==> src/design/r2c_pkg.sv <==
// Shared constants for the IPv4 range to CIDR block expander.
`default_nettype none
package r2c_pkg;

    localparam int ADDR_W_DEFAULT = 32;
    localparam int PREFIX_W       = 6;
    localparam int QUEUE_DEPTH    = 2;
    localparam int QPTR_W         = $clog2(QUEUE_DEPTH);
    localparam int QCNT_W         = $clog2(QUEUE_DEPTH + 1);

endpackage
`default_nettype wire

==> src/design/r2c_front.sv <==
// Front stage: takes a range, classifies it and computes its address count.
`default_nettype none
module r2c_front #(
    parameter int ADDRESS_WIDTH = r2c_pkg::ADDR_W_DEFAULT
) (
    input  wire logic                     i_clk,
    input  wire logic                     i_rst_n,
    input  wire logic                     start,
    output logic                          busy,
    input  wire logic [ADDRESS_WIDTH-1:0] i_start_address,
    input  wire logic [ADDRESS_WIDTH-1:0] i_end_address,
    input  wire logic                     i_q_full,
    output logic                          o_push,
    output logic [ADDRESS_WIDTH-1:0]      o_cur,
    output logic [ADDRESS_WIDTH:0]        o_rem
);
    import r2c_pkg::*;

    logic                     r_valid;
    logic [ADDRESS_WIDTH-1:0] r_cur;
    logic [ADDRESS_WIDTH:0]   r_rem;
    logic                     accept;
    logic [ADDRESS_WIDTH:0]   n_rem;

    assign busy   = r_valid && i_q_full;
    assign accept = start && !busy;
    assign o_push = r_valid && !i_q_full;
    assign o_cur  = r_cur;
    assign o_rem  = r_rem;

    // An inverted range becomes a single-address run at the start address.
    always_comb begin
        if (i_start_address > i_end_address) begin
            n_rem = (ADDRESS_WIDTH+1)'(1);
        end else begin
            n_rem = {1'b0, i_end_address} - {1'b0, i_start_address} + (ADDRESS_WIDTH+1)'(1);
        end
    end

    always_ff @(posedge i_clk) begin
        if (!i_rst_n) begin
            r_valid <= 1'b0;
        end else if (accept) begin
            r_valid <= 1'b1;
        end else if (o_push) begin
            r_valid <= 1'b0;
        end
    end

    always_ff @(posedge i_clk) begin
        if (accept) begin
            r_cur <= i_start_address;
            r_rem <= n_rem;
        end
    end

endmodule
`default_nettype wire

==> src/design/r2c_queue.sv <==
// Short queue of classified ranges between the front and back stages.
`default_nettype none
module r2c_queue #(
    parameter int ADDRESS_WIDTH = r2c_pkg::ADDR_W_DEFAULT
) (
    input  wire logic                     i_clk,
    input  wire logic                     i_rst_n,
    input  wire logic                     i_push,
    input  wire logic [ADDRESS_WIDTH-1:0] i_cur,
    input  wire logic [ADDRESS_WIDTH:0]   i_rem,
    output logic                          o_full,
    input  wire logic                     i_pop,
    output logic                          o_nonempty,
    output logic [ADDRESS_WIDTH-1:0]      o_cur,
    output logic [ADDRESS_WIDTH:0]        o_rem
);
    import r2c_pkg::*;

    logic [ADDRESS_WIDTH-1:0] r_cur_q [QUEUE_DEPTH];
    logic [ADDRESS_WIDTH:0]   r_rem_q [QUEUE_DEPTH];
    logic [QPTR_W-1:0]        r_wptr;
    logic [QPTR_W-1:0]        r_rptr;
    logic [QCNT_W-1:0]        r_count;

    assign o_full     = (r_count == QCNT_W'(QUEUE_DEPTH));
    assign o_nonempty = (r_count != '0);
    assign o_cur      = r_cur_q[r_rptr];
    assign o_rem      = r_rem_q[r_rptr];

    always_ff @(posedge i_clk) begin
        if (!i_rst_n) begin
            r_wptr  <= '0;
            r_rptr  <= '0;
            r_count <= '0;
        end else begin
            if (i_push) begin
                r_wptr <= (r_wptr == QPTR_W'(QUEUE_DEPTH - 1)) ? '0 : r_wptr + QPTR_W'(1);
            end
            if (i_pop) begin
                r_rptr <= (r_rptr == QPTR_W'(QUEUE_DEPTH - 1)) ? '0 : r_rptr + QPTR_W'(1);
            end
            if (i_push && !i_pop) begin
                r_count <= r_count + QCNT_W'(1);
            end else if (i_pop && !i_push) begin
                r_count <= r_count - QCNT_W'(1);
            end
        end
    end

    always_ff @(posedge i_clk) begin
        if (i_push) begin
            r_cur_q[r_wptr] <= i_cur;
            r_rem_q[r_wptr] <= i_rem;
        end
    end

    a_no_overflow: assert property (@(posedge i_clk) disable iff (!i_rst_n)
        i_push |-> !o_full || i_pop)
        else $error("queue written while full");
    a_no_underflow: assert property (@(posedge i_clk) disable iff (!i_rst_n)
        i_pop |-> o_nonempty)
        else $error("queue read while empty");
    a_count_bound: assert property (@(posedge i_clk) disable iff (!i_rst_n)
        r_count <= QCNT_W'(QUEUE_DEPTH))
        else $error("queue count out of range");

endmodule
`default_nettype wire

==> src/design/r2c_back.sv <==
// Back stage: walks one range and emits one CIDR block per cycle.
`default_nettype none
module r2c_back #(
    parameter int ADDRESS_WIDTH = r2c_pkg::ADDR_W_DEFAULT
) (
    input  wire logic                       i_clk,
    input  wire logic                       i_rst_n,
    input  wire logic                       i_nonempty,
    input  wire logic [ADDRESS_WIDTH-1:0]   i_cur,
    input  wire logic [ADDRESS_WIDTH:0]     i_rem,
    output logic                            o_pop,
    output logic                            o_valid,
    output logic [ADDRESS_WIDTH-1:0]        o_block_base,
    output logic [r2c_pkg::PREFIX_W-1:0]    o_prefix_length,
    output logic                            o_last_block
);
    import r2c_pkg::*;

    localparam int KW = $clog2(ADDRESS_WIDTH + 1);

    logic                     r_active;
    logic [ADDRESS_WIDTH-1:0] r_cur;
    logic [ADDRESS_WIDTH:0]   r_rem;
    logic                     r_valid;
    logic [ADDRESS_WIDTH-1:0] r_base;
    logic [PREFIX_W-1:0]      r_prefix;
    logic                     r_last;

    logic [KW-1:0]            tz;
    logic [KW-1:0]            msb;
    logic [KW-1:0]            k;
    logic [ADDRESS_WIDTH:0]   blk;
    logic [ADDRESS_WIDTH:0]   n_rem;
    logic [ADDRESS_WIDTH-1:0] n_cur;
    logic                     done;

    // Block size is limited by the alignment of the cursor and by the
    // number of addresses still to cover; take the smaller exponent.
    always_comb begin
        tz = KW'(ADDRESS_WIDTH);
        for (int i = ADDRESS_WIDTH - 1; i >= 0; i--) begin
            if (r_cur[i]) begin
                tz = KW'(i);
            end
        end
        msb = '0;
        for (int j = 0; j <= ADDRESS_WIDTH; j++) begin
            if (r_rem[j]) begin
                msb = KW'(j);
            end
        end
        k     = (tz < msb) ? tz : msb;
        blk   = (ADDRESS_WIDTH+1)'(1) << k;
        n_rem = r_rem - blk;
        n_cur = r_cur + blk[ADDRESS_WIDTH-1:0];
        done  = (n_rem == '0);
    end

    assign o_pop           = !r_active && i_nonempty;
    assign o_valid         = r_valid;
    assign o_block_base    = r_base;
    assign o_prefix_length = r_prefix;
    assign o_last_block    = r_last;

    always_ff @(posedge i_clk) begin
        if (!i_rst_n) begin
            r_active <= 1'b0;
            r_valid  <= 1'b0;
        end else begin
            r_valid <= r_active;
            if (o_pop) begin
                r_active <= 1'b1;
            end else if (r_active && done) begin
                r_active <= 1'b0;
            end
        end
    end

    always_ff @(posedge i_clk) begin
        if (o_pop) begin
            r_cur <= i_cur;
            r_rem <= i_rem;
        end else if (r_active) begin
            r_cur <= n_cur;
            r_rem <= n_rem;
        end
        if (r_active) begin
            r_base   <= r_cur;
            r_prefix <= PREFIX_W'(ADDRESS_WIDTH) - PREFIX_W'(k);
            r_last   <= done;
        end
    end

    a_rem_live: assert property (@(posedge i_clk) disable iff (!i_rst_n)
        r_active |-> r_rem != '0)
        else $error("walk active with nothing left to cover");
    a_gap_after_last: assert property (@(posedge i_clk) disable iff (!i_rst_n)
        (o_valid && o_last_block) |=> !o_valid)
        else $error("block emitted right after the last of a run");
    a_prefix_range: assert property (@(posedge i_clk) disable iff (!i_rst_n)
        o_valid |-> o_prefix_length <= PREFIX_W'(ADDRESS_WIDTH))
        else $error("prefix length beyond address width");
    a_pop_idle: assert property (@(posedge i_clk) disable iff (!i_rst_n)
        o_pop |=> r_active)
        else $error("range loaded but walk not started");

endmodule
`default_nettype wire

==> src/design/ipv4_range_to_cidr_blocks_unit.sv <==
// Top level of the IPv4 range to CIDR block expander.
// A range passes the front stage register, the queue and the walker's cursor register
// before its first block is registered at the output. The back stage walks one range at
// a time, one block per cycle, and pops the next range only once the current one is done.
// start is taken whenever busy is low; busy rises only when the queue and front stage are full.
// Reset clears the stage, queue and walker valid state; no memory needs a clearing pass.
`default_nettype none
module ipv4_range_to_cidr_blocks_unit #(
    parameter int ADDRESS_WIDTH = r2c_pkg::ADDR_W_DEFAULT
) (
    input  wire logic                       i_clk,
    input  wire logic                       i_rst_n,
    input  wire logic                       start,
    output logic                            busy,
    input  wire logic [ADDRESS_WIDTH-1:0]   i_start_address,
    input  wire logic [ADDRESS_WIDTH-1:0]   i_end_address,
    output logic                            o_valid,
    output logic [ADDRESS_WIDTH-1:0]        o_block_base,
    output logic [r2c_pkg::PREFIX_W-1:0]    o_prefix_length,
    output logic                            o_last_block
);
    import r2c_pkg::*;

    // The front stage turns each beat into a cursor and an address count.
    // An inverted range is given a count of one, so the walker emits a
    // single full-length block at the start address without a special path.
    logic                     push;
    logic                     q_full;
    logic [ADDRESS_WIDTH-1:0] f_cur;
    logic [ADDRESS_WIDTH:0]   f_rem;

    // Queue head toward the walker.
    logic                     pop;
    logic                     q_nonempty;
    logic [ADDRESS_WIDTH-1:0] q_cur;
    logic [ADDRESS_WIDTH:0]   q_rem;

    r2c_front #(.ADDRESS_WIDTH(ADDRESS_WIDTH)) u_front (
        .i_clk           (i_clk),
        .i_rst_n         (i_rst_n),
        .start           (start),
        .busy            (busy),
        .i_start_address (i_start_address),
        .i_end_address   (i_end_address),
        .i_q_full        (q_full),
        .o_push          (push),
        .o_cur           (f_cur),
        .o_rem           (f_rem)
    );

    // The queue lets the front stage take the next range while the walker
    // is still emitting blocks of the current one.
    r2c_queue #(.ADDRESS_WIDTH(ADDRESS_WIDTH)) u_queue (
        .i_clk      (i_clk),
        .i_rst_n    (i_rst_n),
        .i_push     (push),
        .i_cur      (f_cur),
        .i_rem      (f_rem),
        .o_full     (q_full),
        .i_pop      (pop),
        .o_nonempty (q_nonempty),
        .o_cur      (q_cur),
        .o_rem      (q_rem)
    );

    // The walker emits the largest aligned block that fits at the cursor,
    // advances past it, and flags the block that exhausts the count.
    r2c_back #(.ADDRESS_WIDTH(ADDRESS_WIDTH)) u_back (
        .i_clk           (i_clk),
        .i_rst_n         (i_rst_n),
        .i_nonempty      (q_nonempty),
        .i_cur           (q_cur),
        .i_rem           (q_rem),
        .o_pop           (pop),
        .o_valid         (o_valid),
        .o_block_base    (o_block_base),
        .o_prefix_length (o_prefix_length),
        .o_last_block    (o_last_block)
    );

endmodule
`default_nettype wire

==> config.mk <==
export PLATFORM = sky130hd
export DESIGN_NAME = ipv4_range_to_cidr_blocks_unit
export DESIGN_NICKNAME = d
export VERILOG_FILES = /design/src/design/r2c_pkg.sv /design/src/design/r2c_front.sv /design/src/design/r2c_queue.sv /design/src/design/r2c_back.sv /design/src/design/ipv4_range_to_cidr_blocks_unit.sv
export SDC_FILE = /design/constraint.sdc
export NUM_CORES = 1
export LEC_CHECK = 0
export BUFFER_PORTS_ARGS = -buffer_cell sky130_fd_sc_hd__buf_2
export CORE_MARGIN = 3
export CORE_UTILIZATION = 50
export CTS_CLUSTER_SIZE = 25
export DETAILED_ROUTE_END_ITERATION = 16
export HOLD_SLACK_MARGIN = 0.12
export PLACE_DENSITY = 0.71
export REMOVE_ABC_BUFFERS = 1
export SYNTH_ARGS = -nofsm -noshare
export SYNTH_HDL_FRONTEND = slang
export SYNTH_SLANG_ARGS = --single-unit
==> constraint.sdc <==
create_clock -name i_clk -period 8.2 [get_ports i_clk]
set_clock_uncertainty 0.1 [all_clocks]
set_input_delay 0.41 -clock i_clk [delete_from_list [all_inputs] [get_ports i_clk]]
set_output_delay 0.41 -clock i_clk [all_outputs]
set_load 0.01 [all_outputs]
==> flow_summary.yaml <==
power:
  powerDensity_nw_per_um2: 359
  clockPowerShare_pct: 18.8
  switchingPower_mw: 2.94
  p_int_mw: 4.49
  p_leak_nw: 8.63
  ir_worst_vdd_mv: 0.220
  power_frac_comb_pct: 44.8
  seq_power_share_pct: 36.4
  swShare_pct: 39.5
layout:
  drive_gt1_share_pct: 12.1
  diodes: 0
  fill_cells: 3077
  area_growth_pct: 13.8
  fin_nets: 2058
logic_synthesis:
  synth_cells: 1660
  yosys.area.top_type: "edfxtp_1"
  synthTopCellsByArea: "edfxtp_1 (49%), ha_1 (12%), a21oi_1 (3.1%)"
  synth_area_per_cell_um2: 11.0
  synth_common_cells: "edfxtp_1 (299), ha_1 (168), inv_1 (140), nor2_1 (138), nand2_1 (124)"
  synthDistinctLibCells: 89
  async_flop_share_pct: 0
  synth_edf_count: 299
  yosysTopAreaCellShare_pct: 49.4
  synth_ff_type: "edfxtp_1"
  synth.most_common_cell: "edfxtp_1"
  yosysSeqAreaShare_pct: 50.3
  netlist_area_um2: 18200
  ys_warn_count: 0
  ys_ff_latch: 307
timing:
  slew_headroom_pct: 37.4
  worst_pin_slew_ps: 939
  fmax_ghz: 0.131
  fin_setup_tns_ps: 0
  slew_violations: 0
  rsz0062_at_grt: "false"
  finalHoldViolCount: 0
  setup_viol: 0
  hold-worst-slack_ps: 196
  period_share_pct: 93.0
  finalCriticalPeriod_ps: 7630
run:
  drv_cap: 0
detailed_routing:
  wl_met3_um: 1960
  vias: 13000
  drt-met1-wl_um: 19500
  drc_errors: 0
  first_pass_iters: 6
  via_per_inst: 5.63
  drt-initial-drc-count: 868
  post_drt_wl_per_cell_um: 18.0
  met2_wirelength_um: 18800
  top_layer_used: "met4"
  antenna_left: 0
  wirelength_um: 41500
floorplan:
  fp.dieArea_um2: 38700
  rows: 69
  ios: 108
  die_w_um: 197
  die_h_um: 197
  start_util_pct: 50.9
  core_um2: 35700
clocking:
  cts.sinks: 307
  htreeDepth: 1
  clk_latency_ps: 570
  cts_root_buf: "clkbuf_16"
  cts_made_buffers: 31
  cts_buffer_depth: 3
  cts_tree: "yes"
  clkTransAtPathRegs_ps: 70
  cts_resized: 0
placement:
  gp_congestion: 0.929
  io_buffers: 107
  hpwl_um: 31600
critical_path:
  crit_buf_inv: 1
  path_common_cell: "ha_1"
  crit_type: "flop to flop"
  startpoint_type: "flop"
  path_max_fanout: 9
  cp_top_family: "simple AND/OR/NAND/NOR gates"
  arrival_ps: 7950
  setup.worst_path.end_class: "flop"
  required_ps: 8530
  slowest_stage: "nor4_1"
  cpPeakStageDelay_ps: 710
global_route:
  overflow: 0
  gr-usage-all-layers_pct: 21.2
  grt_pass1_vias: 12700
  grt_pass1_wl_um: 65900
  grt_max_degree: 68
  antenna_found_initial: 2
worst_hold_path:
  min-delay-path-class: "input port to flop"
run_status:
  outcome: "complete, no violations"
## power by group through the flow
| stage | Combinational, mW | Clock, mW | Sequential (mW) |
|---|---|---|---|
| floorplan | 2.35 | 0 | 2.70 |
| global placement | 3.25 | 0 | 2.72 |
| detailed placement | 3.27 | 0 | 2.73 |
| CTS | 3.32 | 1.43 | 2.70 |
| global route | 3.72 | 1.48 | 2.75 |
| finish | 3.33 | 1.39 | 2.71 |
## tightest hold or removal path: cells and delay by family
| family | cells | cell delay, ps |
|---|---|---|
| adders and majority gates | 1 | 140 |
| and+or+nand+nor | 1 | 120 |
| buffers and inverters | 1 | 90 |
## final cells by class
cell class                 instances  area (um2)  share of cell area [%]
clock buffer                      34         787                    3.80
clock inverter                    22         225                    1.09
inverter                         141         529                    2.56
multi-input combinational       1180        8410                    40.7
sequential                       307        9140                    44.2
tap                              461         577                    2.79
timing repair buffer             159        1010                    4.90
## metrics by stage
| stage | instances | setup slack, ps | power [mW] | utilization (%) | instance area, um2 |
|---|---|---|---|---|---|
| global placement | 2213 | 879 | 5.97 | 54.1 | 19300 |
| CTS | 2304 | 610 | 7.44 | 57.9 | 20700 |
| finish | 2304 | 573 | 7.43 | 57.9 | 20700 |
| floorplan | 1628 | 1840 | 5.04 | - | 18100 |
| detailed placement | 2213 | 694 | 6.01 | 54.1 | 19300 |
| global route | 2304 | 24.8 | 7.94 | 57.9 | 20700 |
## cells in the final DEF (no fill, tap or decap), types with 17 or more instances in the layout
master | synthesis | final
buf_4 | 1 | 17
nor2_1 | 138 | 137
xnor2_1 | 44 | 44
nand3_1 | 18 | 18
o21ai_0 | 103 | 103
ha_1 | 168 | 168
a211oi_1 | 24 | 24
edfxtp_1 | 299 | 299
dlygate4sd3_1 | 0 | 35
buf_2 | 1 | 107
nand2b_1 | 22 | 22
a21oi_1 | 113 | 113
nand2_1 | 124 | 124
nor2b_1 | 33 | 32
clkbuf_16 | 0 | 31
a21o_1 | 43 | 43
mux2i_1 | 55 | 55
o21a_1 | 25 | 25
inv_1 | 140 | 140
xor2_1 | 30 | 30
nor3_1 | 26 | 26
## per-layer routing
layer  GRT usage (%)  vias to the layer above
li1                -                     6431
met1            30.3                     6150
met2            34.8                      317
met3            2.29                       75
met4            6.10                        0
met5               0                        -
## repair_timing
action                    in CTS  in global routing
hold endpoints to repair      39                  0
buffers inserted               0                  0
hold buffers                  35                  0
## registers in the layout, summed over array words and instances (netlist names), 6 cells and up, named ones only
register,cells
u_back.o_prefix_length,6
u_back.r_cur,32
u_queue.r_rem_q,66
u_back.r_rem,33
u_front.o_cur,32
u_queue.r_cur_q,64
u_front.o_rem,33
u_back.o_block_base,32
## worst paths after layout
| check | slack, ps | depth (start not counted) | end | startpoint |
|---|---|---|---|---|
| worst min register to register | 340 | 0 | u_queue.r_cur_q[0][16] | u_front.o_cur[16] |
| worst max register to register | 570 | 25 | u_back.o_last_block | u_back.r_cur[11] |
| worst min-delay path | 200 | 3 | u_front.o_rem[0] | i_end_address[0] |
| worst max-delay path | 570 | 25 | u_back.o_last_block | u_back.r_cur[11] |
## kinds of logic after synthesis
| logic type | after synthesis | synth area share [%] |
|---|---|---|
| AOI/OAI and AO/OA | 418 | 15.3 |
| muxes | 59 | 3.30 |
| and+or+nand+nor | 458 | 12.1 |
| adders and majority gates | 171 | 11.9 |
| DFF | 307 | 50.3 |
| xor gates and xnor gates | 74 | 3.56 |
| buffers and inverters | 173 | 3.60 |
Power figures use the tool's default switching activity.
